===== src/rlex_pkg.sv =====
// Shared types and constants for the run/suite segment encoder.
// No dependencies; imported by every module of the block.
package rlex_pkg;

  localparam int MAX_PIXELS = 65536;
  localparam int FIFO_DEPTH = 4;

  // count field size classes
  localparam logic [1:0] SIZE_BYTE = 2'd0;
  localparam logic [1:0] SIZE_U16  = 2'd1;
  localparam logic [1:0] SIZE_U32  = 2'd2;

  localparam logic [15:0] REPEAT_MAX = 16'hFFFF;
  localparam logic [15:0] SIZE1_LIM  = 16'h00FF;

  // register indexes (paddr[3:2])
  localparam logic [1:0] REG_STOP_BITS     = 2'd0;
  localparam logic [1:0] REG_PALETTE_COUNT = 2'd1;
  localparam logic [1:0] REG_AREA_PIXELS   = 2'd2;

  typedef struct packed {
    logic [2:0]  stop_bits;
    logic [6:0]  palette_count;
    logic [16:0] area_pixels;
  } cfg_t;

  typedef struct packed {
    logic [7:0]  code_byte;
    logic [15:0] repeat_count;
    logic [1:0]  count_size;
    logic        too_large;
    logic        final_res;
  } res_t;

  typedef struct packed {
    res_t        res;
    logic [17:0] total;
    logic        big;
  } emit_t;

endpackage


===== src/rlex_cfg.sv =====
// APB-style register file: stop_bits, palette_count, area_pixels.
// Depends on rlex_pkg.
module rlex_cfg (
  input  logic                clk,
  input  logic                rst_n,
  input  logic                cfg_psel,
  input  logic                cfg_penable,
  input  logic                cfg_pwrite,
  input  logic [3:0]          cfg_paddr,
  input  logic [31:0]         cfg_pwdata,
  output logic [31:0]         cfg_prdata,
  output logic                cfg_pready,
  output rlex_pkg::cfg_t      cfg
);
  import rlex_pkg::*;

  cfg_t cfg_r;
  cfg_t cfg_nxt;
  logic wr_en;

  assign cfg_pready = 1'b1;
  assign wr_en      = cfg_psel & cfg_penable & cfg_pwrite;
  assign cfg        = cfg_r;

  always_comb begin
    cfg_nxt = cfg_r;
    if (wr_en) begin
      case (cfg_paddr[3:2])
        REG_STOP_BITS:     cfg_nxt.stop_bits     = cfg_pwdata[2:0];
        REG_PALETTE_COUNT: cfg_nxt.palette_count = cfg_pwdata[6:0];
        REG_AREA_PIXELS:   cfg_nxt.area_pixels   = cfg_pwdata[16:0];
        default: ;
      endcase
    end
  end

  always_comb begin
    case (cfg_paddr[3:2])
      REG_STOP_BITS:     cfg_prdata = {29'd0, cfg_r.stop_bits};
      REG_PALETTE_COUNT: cfg_prdata = {25'd0, cfg_r.palette_count};
      REG_AREA_PIXELS:   cfg_prdata = {15'd0, cfg_r.area_pixels};
      default:           cfg_prdata = 32'd0;
    endcase
  end

  always_ff @(posedge clk) begin
    if (!rst_n) begin
      cfg_r <= '{stop_bits: 3'd1, palette_count: 7'd1, area_pixels: 17'd1};
    end else begin
      cfg_r <= cfg_nxt;
    end
  end

endmodule


===== src/rlex_core.sv =====
// Input register, segment state and per-word encode logic (up to two results).
// Depends on rlex_pkg.
module rlex_core (
  input  logic           clk,
  input  logic           rst_n,
  input  rlex_pkg::cfg_t cfg,
  input  logic           in_valid,
  output logic           in_stall,
  input  logic [6:0]     in_palette_index,
  input  logic           in_end_of_area,
  input  logic           space_ok,
  output logic           push0,
  output logic           push1,
  output rlex_pkg::res_t res0,
  output rlex_pkg::res_t res1
);
  import rlex_pkg::*;

  function automatic emit_t emit_f(input logic [6:0] st, input logic [6:0] sp,
                                   input logic [15:0] rp, input logic [17:0] bt,
                                   input logic [2:0] bits, input logic [18:0] lim,
                                   input logic fin);
    logic [6:0]  depth;
    logic [7:0]  code;
    logic [1:0]  size;
    logic [3:0]  add;
    logic [18:0] sum;
    emit_t       e;
    depth = sp - st;
    code  = 8'({1'b0, depth} << bits) | {1'b0, sp};
    if (rp < SIZE1_LIM) begin
      size = SIZE_BYTE; add = 4'd2;
    end else if (rp < REPEAT_MAX) begin
      size = SIZE_U16;  add = 4'd4;
    end else begin
      size = SIZE_U32;  add = 4'd8;
    end
    sum     = {1'b0, bt} + {15'd0, add};
    e.total = sum[18] ? 18'h3FFFF : sum[17:0];
    e.big   = {1'b0, e.total} > lim;
    if (e.big) begin
      e.res = '{code_byte: 8'd0, repeat_count: 16'd0, count_size: SIZE_BYTE,
                too_large: 1'b1, final_res: 1'b1};
    end else begin
      e.res = '{code_byte: code, repeat_count: rp, count_size: size,
                too_large: 1'b0, final_res: fin};
    end
    return e;
  endfunction

  // input register
  logic       item_v_r;
  logic [6:0] idx_r;
  logic       last_r;
  logic       go;
  logic       take;

  // segment state
  logic [6:0]  seg_start_r, seg_start_nxt;
  logic [6:0]  seg_stop_r,  seg_stop_nxt;
  logic [15:0] repeats_r,   repeats_nxt;
  logic        in_suite_r,  in_suite_nxt;
  logic        have_seg_r,  have_seg_nxt;
  logic [17:0] byte_total_r, byte_total_nxt;
  logic        aborted_r,   aborted_nxt;

  logic [16:0] area_eff;
  logic [18:0] limit;
  logic [17:0] header;
  logic [6:0]  depth;
  logic [8:0]  depth_cap;
  emit_t       ea, eb;
  logic        done;

  assign go       = item_v_r & space_ok;
  assign in_stall = item_v_r & ~space_ok;
  assign take     = in_valid & ~in_stall;

  assign area_eff  = (cfg.area_pixels > 17'(MAX_PIXELS)) ? 17'(MAX_PIXELS)
                                                         : cfg.area_pixels;
  assign limit     = {2'b0, area_eff} + {1'b0, area_eff, 1'b0};
  assign header    = 18'({cfg.palette_count, 1'b0}) + 18'(cfg.palette_count) + 18'd1;
  assign depth     = seg_stop_r - seg_start_r;
  assign depth_cap = (9'd1 << (4'd8 - {1'b0, cfg.stop_bits})) - 9'd1;

  always_comb begin
    seg_start_nxt  = seg_start_r;
    seg_stop_nxt   = seg_stop_r;
    repeats_nxt    = repeats_r;
    in_suite_nxt   = in_suite_r;
    have_seg_nxt   = have_seg_r;
    byte_total_nxt = byte_total_r;
    aborted_nxt    = aborted_r;
    push0 = 1'b0;
    push1 = 1'b0;
    res0  = '0;
    res1  = '0;
    done  = 1'b0;
    ea = emit_f(seg_start_r, seg_stop_r, repeats_r, byte_total_r,
                cfg.stop_bits, limit, 1'b0);
    eb = '0;
    if (go) begin
      if (aborted_r) begin
        done = 1'b1;
        if (last_r) begin
          aborted_nxt    = 1'b0;
          byte_total_nxt = '0;
        end
      end else if (!have_seg_r) begin
        byte_total_nxt = header;
        seg_start_nxt  = idx_r;
        seg_stop_nxt   = idx_r;
        repeats_nxt    = '0;
        in_suite_nxt   = 1'b0;
        have_seg_nxt   = 1'b1;
      end else if (!in_suite_r && idx_r == seg_start_r && repeats_r != REPEAT_MAX) begin
        repeats_nxt = repeats_r + 16'd1;
      end else if ({1'b0, idx_r} == {1'b0, seg_stop_r} + 8'd1
                   && {2'b0, depth} < depth_cap) begin
        seg_stop_nxt = idx_r;
        in_suite_nxt = 1'b1;
      end else begin
        // close held segment
        push0 = 1'b1;
        res0  = ea.res;
        byte_total_nxt = ea.total;
        if (ea.big) begin
          done         = 1'b1;
          aborted_nxt  = ~last_r;
          have_seg_nxt = 1'b0;
        end else begin
          seg_start_nxt = idx_r;
          seg_stop_nxt  = idx_r;
          repeats_nxt   = '0;
          in_suite_nxt  = 1'b0;
        end
      end
      if (last_r && !done) begin
        eb = emit_f(seg_start_nxt, seg_stop_nxt, repeats_nxt, byte_total_nxt,
                    cfg.stop_bits, limit, 1'b1);
        if (push0) begin
          push1 = 1'b1;
          res1  = eb.res;
        end else begin
          push0 = 1'b1;
          res0  = eb.res;
        end
      end
      if (last_r) begin
        seg_start_nxt  = '0;
        seg_stop_nxt   = '0;
        repeats_nxt    = '0;
        in_suite_nxt   = 1'b0;
        have_seg_nxt   = 1'b0;
        byte_total_nxt = '0;
        aborted_nxt    = 1'b0;
      end
    end
  end

  always_ff @(posedge clk) begin
    if (!rst_n) begin
      item_v_r     <= 1'b0;
      seg_start_r  <= '0;
      seg_stop_r   <= '0;
      repeats_r    <= '0;
      in_suite_r   <= 1'b0;
      have_seg_r   <= 1'b0;
      byte_total_r <= '0;
      aborted_r    <= 1'b0;
    end else begin
      if (take) begin
        item_v_r <= 1'b1;
      end else if (go) begin
        item_v_r <= 1'b0;
      end
      seg_start_r  <= seg_start_nxt;
      seg_stop_r   <= seg_stop_nxt;
      repeats_r    <= repeats_nxt;
      in_suite_r   <= in_suite_nxt;
      have_seg_r   <= have_seg_nxt;
      byte_total_r <= byte_total_nxt;
      aborted_r    <= aborted_nxt;
    end
  end

  always_ff @(posedge clk) begin
    if (take) begin
      idx_r  <= in_palette_index;
      last_r <= in_end_of_area;
    end
  end

endmodule


===== src/rlex_fifo.sv =====
// Result queue: per cycle takes up to two words, gives one unless out_stall.
// Depends on rlex_pkg.
module rlex_fifo (
  input  logic           clk,
  input  logic           rst_n,
  input  logic           push0,
  input  logic           push1,
  input  rlex_pkg::res_t res0,
  input  rlex_pkg::res_t res1,
  output logic           space_ok,
  output logic           out_valid,
  input  logic           out_stall,
  output rlex_pkg::res_t out_res
);
  import rlex_pkg::*;

  localparam int PW = $clog2(FIFO_DEPTH);

  res_t          mem [FIFO_DEPTH];
  logic [PW-1:0] wr_r, rd_r;
  logic [PW:0]   cnt_r, cnt_nxt;
  logic          pop;
  logic [PW-1:0] wr1;

  assign pop       = out_valid & ~out_stall;
  assign out_valid = cnt_r != '0;
  assign out_res   = mem[rd_r];
  assign space_ok  = cnt_r <= (PW+1)'(FIFO_DEPTH - 2);
  assign wr1       = wr_r + PW'(1);
  assign cnt_nxt   = cnt_r + (PW+1)'(push0) + (PW+1)'(push1) - (PW+1)'(pop);

  always_ff @(posedge clk) begin
    if (push0) mem[wr_r] <= res0;
    if (push1) mem[wr1]  <= res1;
  end

  always_ff @(posedge clk) begin
    if (!rst_n) begin
      wr_r  <= '0;
      rd_r  <= '0;
      cnt_r <= '0;
    end else begin
      wr_r  <= wr_r + PW'(push0) + PW'(push1);
      rd_r  <= rd_r + PW'(pop);
      cnt_r <= cnt_nxt;
    end
  end

endmodule


===== src/rlex_segment_encoder.sv =====
// Top level of the run/suite segment encoder: register file, core, result queue.
// Depends on rlex_pkg, rlex_cfg, rlex_core, rlex_fifo.
//
//  port group | direction | word
//  -----------+-----------+-------------------------------------------------
//  in_*       | input     | palette_index, end_of_area (one pixel)
//  out_*      | output    | code_byte, repeat_count, count_size, too_large,
//             |           | final_res (one segment)
//  cfg_*      | APB slave | stop_bits @0x0, palette_count @0x4, area_pixels @0x8
//
// One pixel word can be taken every cycle while in_stall is low. A word lands in
// the input register at its accepting edge and is encoded once the queue has room;
// its results (zero, one or two) are registered into a four-entry queue, whose
// head raises out_valid and drives the out_* ports.
// The input register only drains while the queue has room for two words, so
// a stalled output backs up into in_stall.
// Reset (rst_n low, synchronous) empties the queue, clears segment state and
// loads the registers with 1, 1, 1.
module rlex_segment_encoder (
  input  logic        clk,
  input  logic        rst_n,
  // pixel words
  input  logic        in_valid,
  output logic        in_stall,
  input  logic [6:0]  in_palette_index,
  input  logic        in_end_of_area,
  // segment words
  output logic        out_valid,
  input  logic        out_stall,
  output logic [7:0]  out_code_byte,
  output logic [15:0] out_repeat_count,
  output logic [1:0]  out_count_size,
  output logic        out_too_large,
  output logic        out_final_res,
  // configuration
  input  logic        cfg_psel,
  input  logic        cfg_penable,
  input  logic        cfg_pwrite,
  input  logic [3:0]  cfg_paddr,
  input  logic [31:0] cfg_pwdata,
  output logic [31:0] cfg_prdata,
  output logic        cfg_pready
);
  import rlex_pkg::*;

  cfg_t cfg;
  logic space_ok;
  logic push0, push1;
  res_t res0, res1;
  res_t out_res;

  rlex_cfg u_cfg (
    .clk         (clk),
    .rst_n       (rst_n),
    .cfg_psel    (cfg_psel),
    .cfg_penable (cfg_penable),
    .cfg_pwrite  (cfg_pwrite),
    .cfg_paddr   (cfg_paddr),
    .cfg_pwdata  (cfg_pwdata),
    .cfg_prdata  (cfg_prdata),
    .cfg_pready  (cfg_pready),
    .cfg         (cfg)
  );

  // segment tracking and byte accounting
  rlex_core u_core (
    .clk              (clk),
    .rst_n            (rst_n),
    .cfg              (cfg),
    .in_valid         (in_valid),
    .in_stall         (in_stall),
    .in_palette_index (in_palette_index),
    .in_end_of_area   (in_end_of_area),
    .space_ok         (space_ok),
    .push0            (push0),
    .push1            (push1),
    .res0             (res0),
    .res1             (res1)
  );

  rlex_fifo u_fifo (
    .clk       (clk),
    .rst_n     (rst_n),
    .push0     (push0),
    .push1     (push1),
    .res0      (res0),
    .res1      (res1),
    .space_ok  (space_ok),
    .out_valid (out_valid),
    .out_stall (out_stall),
    .out_res   (out_res)
  );

  assign out_code_byte    = out_res.code_byte;
  assign out_repeat_count = out_res.repeat_count;
  assign out_count_size   = out_res.count_size;
  assign out_too_large    = out_res.too_large;
  assign out_final_res    = out_res.final_res;

endmodule

===== config.mk =====
export PLATFORM = sky130hd
export DESIGN_NAME = rlex_segment_encoder
export DESIGN_NICKNAME = d
export VERILOG_FILES = /design/src/rlex_pkg.sv /design/src/rlex_cfg.sv /design/src/rlex_core.sv /design/src/rlex_fifo.sv /design/src/rlex_segment_encoder.sv
export SDC_FILE = /design/constraint.sdc
export NUM_CORES = 1
export LEC_CHECK = 0
export BUFFER_PORTS_ARGS = -buffer_cell sky130_fd_sc_hd__buf_4
export CELL_PAD_IN_SITES_DETAIL_PLACEMENT = 0
export CELL_PAD_IN_SITES_GLOBAL_PLACEMENT = 2
export CORE_MARGIN = 2
export CORE_UTILIZATION = 39
export CTS_BUF_LIST = sky130_fd_sc_hd__clkbuf_16
export CTS_CLUSTER_SIZE = 14
export DETAILED_ROUTE_END_ITERATION = 12
export PLACE_DENSITY_LB_ADDON = 0.1
export SLEW_MARGIN = 30
export SYNTH_ARGS = -nofsm -noshare
export SYNTH_HDL_FRONTEND = slang
export SYNTH_SLANG_ARGS = --single-unit

===== constraint.sdc =====
create_clock -name clk -period 13.1 [get_ports clk]
set_input_delay 1.31 -clock clk [delete_from_list [all_inputs] [get_ports clk]]
set_output_delay 1.31 -clock clk [all_outputs]
set_load 0.01 [all_outputs]

[After elaboration in Yosys (flattened, before gate mapping)]
Memory sizes are Yosys's and may differ from the RTL's. A register that Yosys moved wholly into a read port is not among the register bits.
Cells that the tools add are included.
Word-level totals
  memory bits (writable): 112
  word-level logic and storage cells: 176
  register bits: 94
  memories: 1
Memory list
  u_fifo.mem: depth 4, bits a word 28, read ports 1, clocked after Yosys merged registers in 1, wr ports 2, RTL line rlex_fifo.sv:19  | res_t mem [FIFO_DEPTH];
Operators by class
  bitwise operators: 12
  multiplexer cells: 95
  eq/ne operators: 8
  add/sub/neg operators: 18
  reductions and logical operators: 14
  shift operators: 3
  $lt $le $gt $ge: 9
Operator list (number)
  28-bit two-way mux: 12
  18-bit two-way mux: 9
  16-bit two-way mux: 7
  7-bit two-way mux: 14
  17-bit case mux with 3 select lines: 1
  1-bit two-way mux: 40
  18-bit by 4-bit adder with 19-bit output: 2
  18-bit by 19-bit > comparator with 1-bit output: 2
  16-bit less-than comparator, second input constant: 2
  16-bit by 8-bit less-than comparator with 1-bit output, second input constant: 2
  4-bit two-way mux: 6
  17-bit by 18-bit adder with 19-bit output: 1
  18-bit by 1-bit adder with 18-bit output, second input constant: 1
  17-bit > comparator, second input constant: 1
  17-bit two-way mux: 1
  16-bit by 1-bit adder with 16-bit output, second input constant: 1
  16-bit != test, second input constant: 1
  8-bit by 7-bit bitwise OR with 8-bit output: 2
  7-bit by 3-bit << shifter with 8-bit output: 2
  7-bit subtractor: 2
  2-bit two-way mux: 5
  8-bit by 7-bit adder with 9-bit output: 1
  7-bit by 9-bit less-than comparator with 1-bit output: 1
  1-bit by 4-bit << shifter with 9-bit output, first input constant: 1
  24 further kinds: 42

[Longest topological paths before layout]
Gate-level depths: netlist of the first run.
  depth after elaboration: 24
  mapped depth: 49
  gate-level depth less buffers: 46

[Modules after synthesis]
From an unflattened synthesis of the first run, not the netlist that was laid out.
Second synthesis, totals
  cells, all modules: 1692
  area, all modules: 16301.9 um^2
Modules (own cells, without submodules)
  rlex_core: times used 1, cells an instance 1221, area each 9019.9 um^2
  rlex_fifo: times used 1, cells an instance 314, area each 5890.6 um^2
  rlex_cfg: times used 1, cells an instance 157, area each 1391.3 um^2

[Worst setup path before layout of the first run]
No wires, ideal clock.
  path kind: flip-flop to flip-flop
  from: reg u_cfg.cfg_r, in the netlist u_cfg.cfg[2]
  to: mem u_fifo.mem[0][24] in the netlist's numbering (data pin)
  path slack: 3.511 ns
  arrival time: 9.439 ns
  data required time: 12.950 ns
  cell stages (with the launch flop): 48
  buffers on the path: 5
  clock period less this slack: 9.589 ns
  setup time: 0.150 ns
  cell sequence: dfxtp_1 > clkbuf_2 > or4_4 > o41ai_4 > clkbuf_1 > and2_1 > ha_1 > a21o_1 > a21o_1 > a21oi_1 > o31ai_4 > a21o_1 > a21oi_1 > o21ai_0 > a21oi_1 > xnor2_1 > ha_1 > and3_1 > [... 12 more ...] > inv_1 > nand4_1 > or3_1 > clkbuf_1 > o21ai_0 > nand2_1 > ha_1 > a21o_1 > a21o_1 > a21oi_1 > o211ai_1 > a221oi_1 > nand4b_1 > and4_1 > clkbuf_1 > o21ai_0 > a21o_1 > mux2i_1
RTL lines
  start: declaration: RTL line rlex_cfg.sv:17  | cfg_t cfg_r;
  start signal: assignment: RTL line rlex_cfg.sv:48  | cfg_r <= '{stop_bits: 3'd1, palette_count: 7'd1, area_pixels: 17'd1};
  start signal: assignment: RTL line rlex_cfg.sv:50  | cfg_r <= cfg_nxt;
  end: declaration: RTL line rlex_fifo.sv:19

==> results of run 1 <==
==> power groups by stage <==
stage	logic (mW)	clock network [mW]	registers (mW)
6_report	0.564	0.663	0.770
5_1_grt	0.624	0.706	0.778
4_1_cts	0.570	0.681	0.772
3_5_place_dp	0.567	0	0.786
3_3_place_gp	0.564	0	0.784
2_1_floorplan	0.409	0	0.743
==> registers in the layout, summed over array words and instances (netlist names), 3 cells and up <==
name                 cells
u_core.byte_total_r     18
u_core.seg_stop_r        7
u_core.seg_start_r       7
u_core.repeats_r        16
u_cfg.cfg               27
u_fifo.mem             112
u_fifo.cnt_r             3
u_core.idx_r             7
==> cell usage in the layout (no fill, tap or decap), drive strengths merged, types with 34 or more instances in the layout <==
| cell | netlist | final |
|---|---|---|
| nand2 | 196 | 196 |
| nor2 | 140 | 140 |
| edfxtp | 120 | 120 |
| o21ai | 103 | 103 |
| buf | 29 | 101 |
| ha | 91 | 91 |
| dfxtp | 86 | 86 |
| a21oi | 70 | 70 |
| nor2b | 68 | 68 |
| inv | 53 | 64 |
| and2 | 52 | 52 |
| a22oi | 42 | 42 |
| xnor2 | 39 | 39 |
| nand3 | 37 | 37 |
| a21o | 34 | 34 |
==> worst max path at each step <==
stage / startpoint / endpoint / cells past startpoint
CTS: u_core.repeats_r[0] / u_fifo.mem[2][3] / 43
detailed placement: u_core.repeats_r[0] / u_fifo.mem[2][3] / 43
floorplan: u_cfg.cfg[2] / u_fifo.mem[0][24] / 47
finish: u_core.repeats_r[0] / u_fifo.mem[2][3] / 43
global route: u_core.repeats_r[0] / u_fifo.mem[0][3] / 43
global placement: u_core.repeats_r[0] / u_fifo.mem[0][3] / 43
==> stage by stage <==
step	utilization (%)	std cells	setup slack (ns)	area (um2)	total power [mW]
global placement	41.97	2198	1.303	16180	1.348
finish	44.06	2247	1.149	16990	1.996
floorplan	-	1698	3.511	15260	1.152
global route	44.05	2246	0.08710	16990	2.109
CTS	44.05	2246	1.135	16990	2.023
detailed placement	42.07	2200	1.169	16220	1.353
==> routing by layer <==
| metal | vias up | share of wire [%] |
|---|---|---|
| met2 | 234 | 49 |
| met5 | - | 0 |
| met3 | 55 | 3.7 |
| met1 | 6145 | 46 |
| li1 | 6224 | - |
| met4 | 0 | 1.9 |
==> critical path: cells and delay by family, from the launching register on <==
family | cells | cell delay [ns]
and+or+nand+nor | 20 | 5.98
AOI/OAI and AO/OA | 16 | 3.60
adders and majority gates | 5 | 1.47
DFF | 1 | 0.52
buffers and inverters | 2 | 0.19
==> cell families (layout without fill, tap and decap cells) <==
group | count (synthesis) | count (layout) | share of synthesized area, %
muxes | 67 | 67 | 6.798
xor gates and xnor gates | 69 | 69 | 3.975
AOI/OAI and AO/OA | 440 | 440 | 19.84
buffers and inverters | 171 | 201 | 4.774
adders and majority gates | 102 | 102 | 8.807
and+or+nand+nor | 626 | 626 | 20.73
other | 2 | 18 | 0.04940
DFF | 206 | 206 | 35.03
==> Yosys cell counts (12+ instances only) <==
cell and count:
xnor2_1 39, nor3_1 21, nand2b_1 12, a22o_1 17, o21a_1 13, edfxtp_1 120
a21oi_1 69, and2_1 52, dfxtp_1 86, a21boi_0 22, and3_1 15, buf_4 17
nand3_1 36, nand2_1 196, a31oi_1 13, a21o_1 34, xor2_1 30, nor2_1 140
nor2b_1 68, ha_1 91, clkbuf_1 87, o21ai_0 98, inv_1 53, mux4_2 28
o22ai_1 27, nand4_1 20, mux2i_1 29, a22oi_1 42, a211oi_1 21
==> area by class of cell <==
| class | instances | share of cell area [%] |
|---|---|---|
| repair buffers | 101 | 4.508 |
| clock inverters | 21 | 0.8249 |
| multi-input cells | 1321 | 54.59 |
| flip-flops and latches | 206 | 31.38 |
| inverters | 54 | 1.193 |
| clock buffers | 25 | 3.683 |
| diodes | 1 | 0.01473 |
| well taps | 518 | 3.815 |
==> flow_metrics.tcl, run 1 <==
set metrics [dict create \
    status "completed" \
    cp-start-kind "flip-flop" \
    drive_gt1_share_pct 12.27 \
    reg2reg_setup_slack_ns 1.15 \
    cp_max_fo 14 \
    post-route-min-period_ns 11.95 \
    hold_viol 0 \
    syn_inst 1683 \
    critPathSlowestCell "and4_1" \
    seq_area_um2 5330 \
    met2_usage_pct 38.40 \
    cp.arrival_ns 12.32 \
    internal-power_mw 1.332 \
    whs_path_depth 2 \
    use_met3_pct 2.446 \
    hold_class "reg -> reg" \
    relSlewSlack_pct 35.62 \
    rsz0062_at_grt "no" \
    num_rows 72 \
    area_delta_synth_final_pct 11.74 \
    seqPwrFrac_pct 38.6 \
    vias_per_cell 5.633 \
    ys_warn_count 0 \
    async_flop_share_pct 0 \
    io_pins 114 \
    grt_pass1_vias 12540 \
    clk_pin_slew_worst_paths_ns 0.06 \
    route.detailed.drc 0 \
    fill_cells 3836 \
    yosysUniqueCellTypes 90 \
    clkLatencyLatePin_ns 0.55 \
    coreArea_um2 38560 \
    top_usage_layer "met2" \
    place_hpwl_um 32580 \
    die_h_um 201.4 \
    setup_viol 0 \
    synth-seq-area-share_pct 35.03 \
    synth_edf_count 120 \
    detail_route.wl_per_cell_um 20.18 \
    synthFlopType "edfxtp_1" \
    fp.dieW_um 201.4 \
    track_usage_pct 22.30 \
    max_freq_mhz 83.67 \
    antenna_found_initial 0 \
    cp-end-kind "flip-flop" \
    whs_endpoint "u_cfg.cfg[5]" \
    nNetsFinal 1860 \
    p_sw_mw 0.6638 \
    grt_use_met1_pct 30.19 \
    pwr-share-clk_pct 33.2 \
    port_buffers 80 \
    holdBufCountCts 0 \
    start_util_pct 39.43 \
    gr-total-overflow 0 \
    comb_power_share_pct 28.2 \
    slew_viol_final 0 \
    grt_max_degree 87 \
    cts_buffer_depth 3 \
    synth_area_um2 15200 \
    reg2reg_from "u_core.repeats_r[0]" \
    setup_tns_ns 0 \
    drtPass1Iterations 5 \
    sw_frac_of_total_pct 33.25 \
    post_cts_buffers 0 \
    vias 12660 \
    place.gp.congestion 0.8117 \
    yosysTopAreaCellShare_pct 23.70 \
    drt-total-wl_um 45340 \
    ctsResizeCount 0 \
    slowest_delay_ns 0.63 \
    drtIter0Drc 770 \
    hold_ws_ns 0.4972 \
    htree_levels 1 \
    path_class "reg -> reg" \
    min_from "u_cfg.cfg[5]" \
    synth-seq-cells 206 \
    p_leak_nw 6.725 \
    dieArea_um2 40570 \
    synth.area.top_cells "edfxtp_1 24%, dfxtp_1 11%, ha_1 7.5%" \
    cts-root-buf "clkbuf_16" \
    post-route-period-util_pct 91.23 \
    power_density_nw_per_um2 117.5 \
    cap_violations 0 \
    grt_pass1_wl_um 72590 \
    required_ns 13.47 \
    cts_tree "built" \
    reg2reg_to "u_fifo.mem[2][3]" \
    fin_skew_ns 0.009470 \
    rr_worst_depth 43 \
    peakVddDrop_uv 93.02 \
    clock-sinks 206 \
    cts_buffers 25 \
    ant_nets 0 \
    postSynthAreaPerCell_um2 9.033 \
    multiInputGateArea_um2 9273 \
    synth_top_cell_by_area "edfxtp_1" \
    worst_slew_pin_slew_ns 0.9635 \
]
Power figures use the tool's default switching activity.
==> run 2, diff against run 1 <==
Settings changed: REMOVE_ABC_BUFFERS set to 1.
==> flow_metrics.tcl, run 2 (same netlist as run 1, synthesis figures left out) <==
set metrics [dict create \
    cts_buffers 25 \
    placed_cell_area_um2 16230 \
    largest_reg_flops 112 \
    setup_tns_ns 0 \
    place_hpwl_um 31950 \
    track_usage_pct 21.53 \
    hold_ws_ns 0.4937 \
    drive_gt1_share_pct 12.26 \
    peakVddDrop_uv 77.07 \
    area_delta_synth_final_pct 11.73 \
    post-route-period-util_pct 92.15 \
    setup_viol 0 \
    slew_viol_final 0 \
    vias_per_cell 5.547 \
    cts-root-buf "clkbuf_16" \
    cap_violations 0 \
    cp-end-kind "flip-flop" \
    power_density_nw_per_um2 116.8 \
    final_common_cell "nand2_1" \
    hold_class "reg -> reg" \
    nNetsFinal 1862 \
    drtPass1Iterations 5 \
    cts_tree "built" \
    clkLatencyLatePin_ns 0.54 \
    max_freq_mhz 82.84 \
    status "completed" \
    grt_pass1_wl_um 70150 \
    diodes 0 \
    ant_nets 0 \
    post-route-min-period_ns 12.07 \
    rsz0062_at_grt "no" \
    gr-total-overflow 0 \
    finalInstanceArea_um2 16990 \
    cp-start-kind "flip-flop" \
    port_buffers 80 \
    crit_buf_inv 3 \
    place.gp.congestion 0.8269 \
    num_rows 72 \
    layout_common_cells "196 x nand2_1, 138 x nor2_1, 120 x edfxtp_1" \
    drt-total-wl_um 43780 \
    antenna_found_initial 0 \
    holdBufCountCts 0 \
    total_power_mw 1.983 \
    reg2reg_setup_slack_ns 1.03 \
    htree_levels 1 \
    grt_max_degree 87 \
    relSlewSlack_pct 36.32 \
    path_class "reg -> reg" \
    drtIter0Drc 665 \
    clock-sinks 206 \
    route.detailed.drc 0 \
    final_util_pct 44.05 \
    cp_max_fo 14 \
    io_pins 114 \
    crit_family "simple AND/OR/NAND/NOR gates" \
    hold_viol 0 \
    cp.arrival_ns 12.46 \
    required_ns 13.49 \
    detail_route.wl_per_cell_um 19.48 \
    worst_slew_pin_slew_ns 0.9453 \
    fp.dieW_um 201.4 \
    vias 12470 \
    grt_pass1_vias 12320 \
    dieArea_um2 40570 \
    fin_skew_ns 0.01607 \
    clk_pin_slew_worst_paths_ns 0.06 \
    cts_buffer_depth 3 \
    post_cts_buffers 0 \
    start_util_pct 39.43 \
    die_h_um 201.4 \
    p_leak_nw 6.709 \
    slowest_delay_ns 0.54 \
    critPathSlowestCell "nand4_1" \
    coreArea_um2 38560 \
    largest_register "u_fifo.mem" \
    ctsResizeCount 0 \
]
-- run 2: final cells by class --
| cell class | count | area [um2] |
|---|---|---|
| Clock buffer | 25 | 625.6 |
| Timing Repair Buffer | 103 | 784.5 |
| Inverter | 54 | 202.7 |
| Fill cell | 3858 | 21570 |
| Tap cell | 518 | 648.1 |
| Clock inverter | 20 | 127.6 |
| Sequential cell | 206 | 5330 |
| Multi-Input combinational cell | 1321 | 9266 |
-- run 2: worst paths after layout --
kind,startpoint,end,cells past startpoint
worst max register to register,u_core.repeats_r[0],u_fifo.mem[0][16],45
worst min-delay path,u_cfg.cfg[14],u_cfg.cfg[14],2
worst max-delay path,u_core.repeats_r[0],u_fifo.mem[0][16],45
worst min register to register,u_cfg.cfg[14],u_cfg.cfg[14],2
-- run 2: through the flow --
step | setup slack (ns) | std cells
2_1_floorplan | 3.577 | 1581
3_3_place_gp | 1.216 | 2200
3_5_place_dp | 1.042 | 2202
4_1_cts | 0.9721 | 2247
5_1_grt | 0.06883 | 2247
6_report | 1.029 | 2247
-- run 2: report_power, final --
| part | internal, mW | switching [mW] |
|---|---|---|
| Clock | 0.366 | 0.281 |
| Sequential | 0.717 | 0.0520 |
| Combinational | 0.249 | 0.318 |
| Total | 1.33 | 0.651 |
-- run 2: tightest hold or removal path: stages (launching register included) --
cell,delay [ns]
dfxtp_1,0.32
nand2_1,0.05
a21boi_0,0.07
-- run 2: routing by layer --
layer | share of wire (%) | track usage (%)
met5 | 0 | 0
met4 | 1.6 | 5.016
met3 | 3.8 | 2.365
met2 | 48 | 36.98
met1 | 46 | 29.09
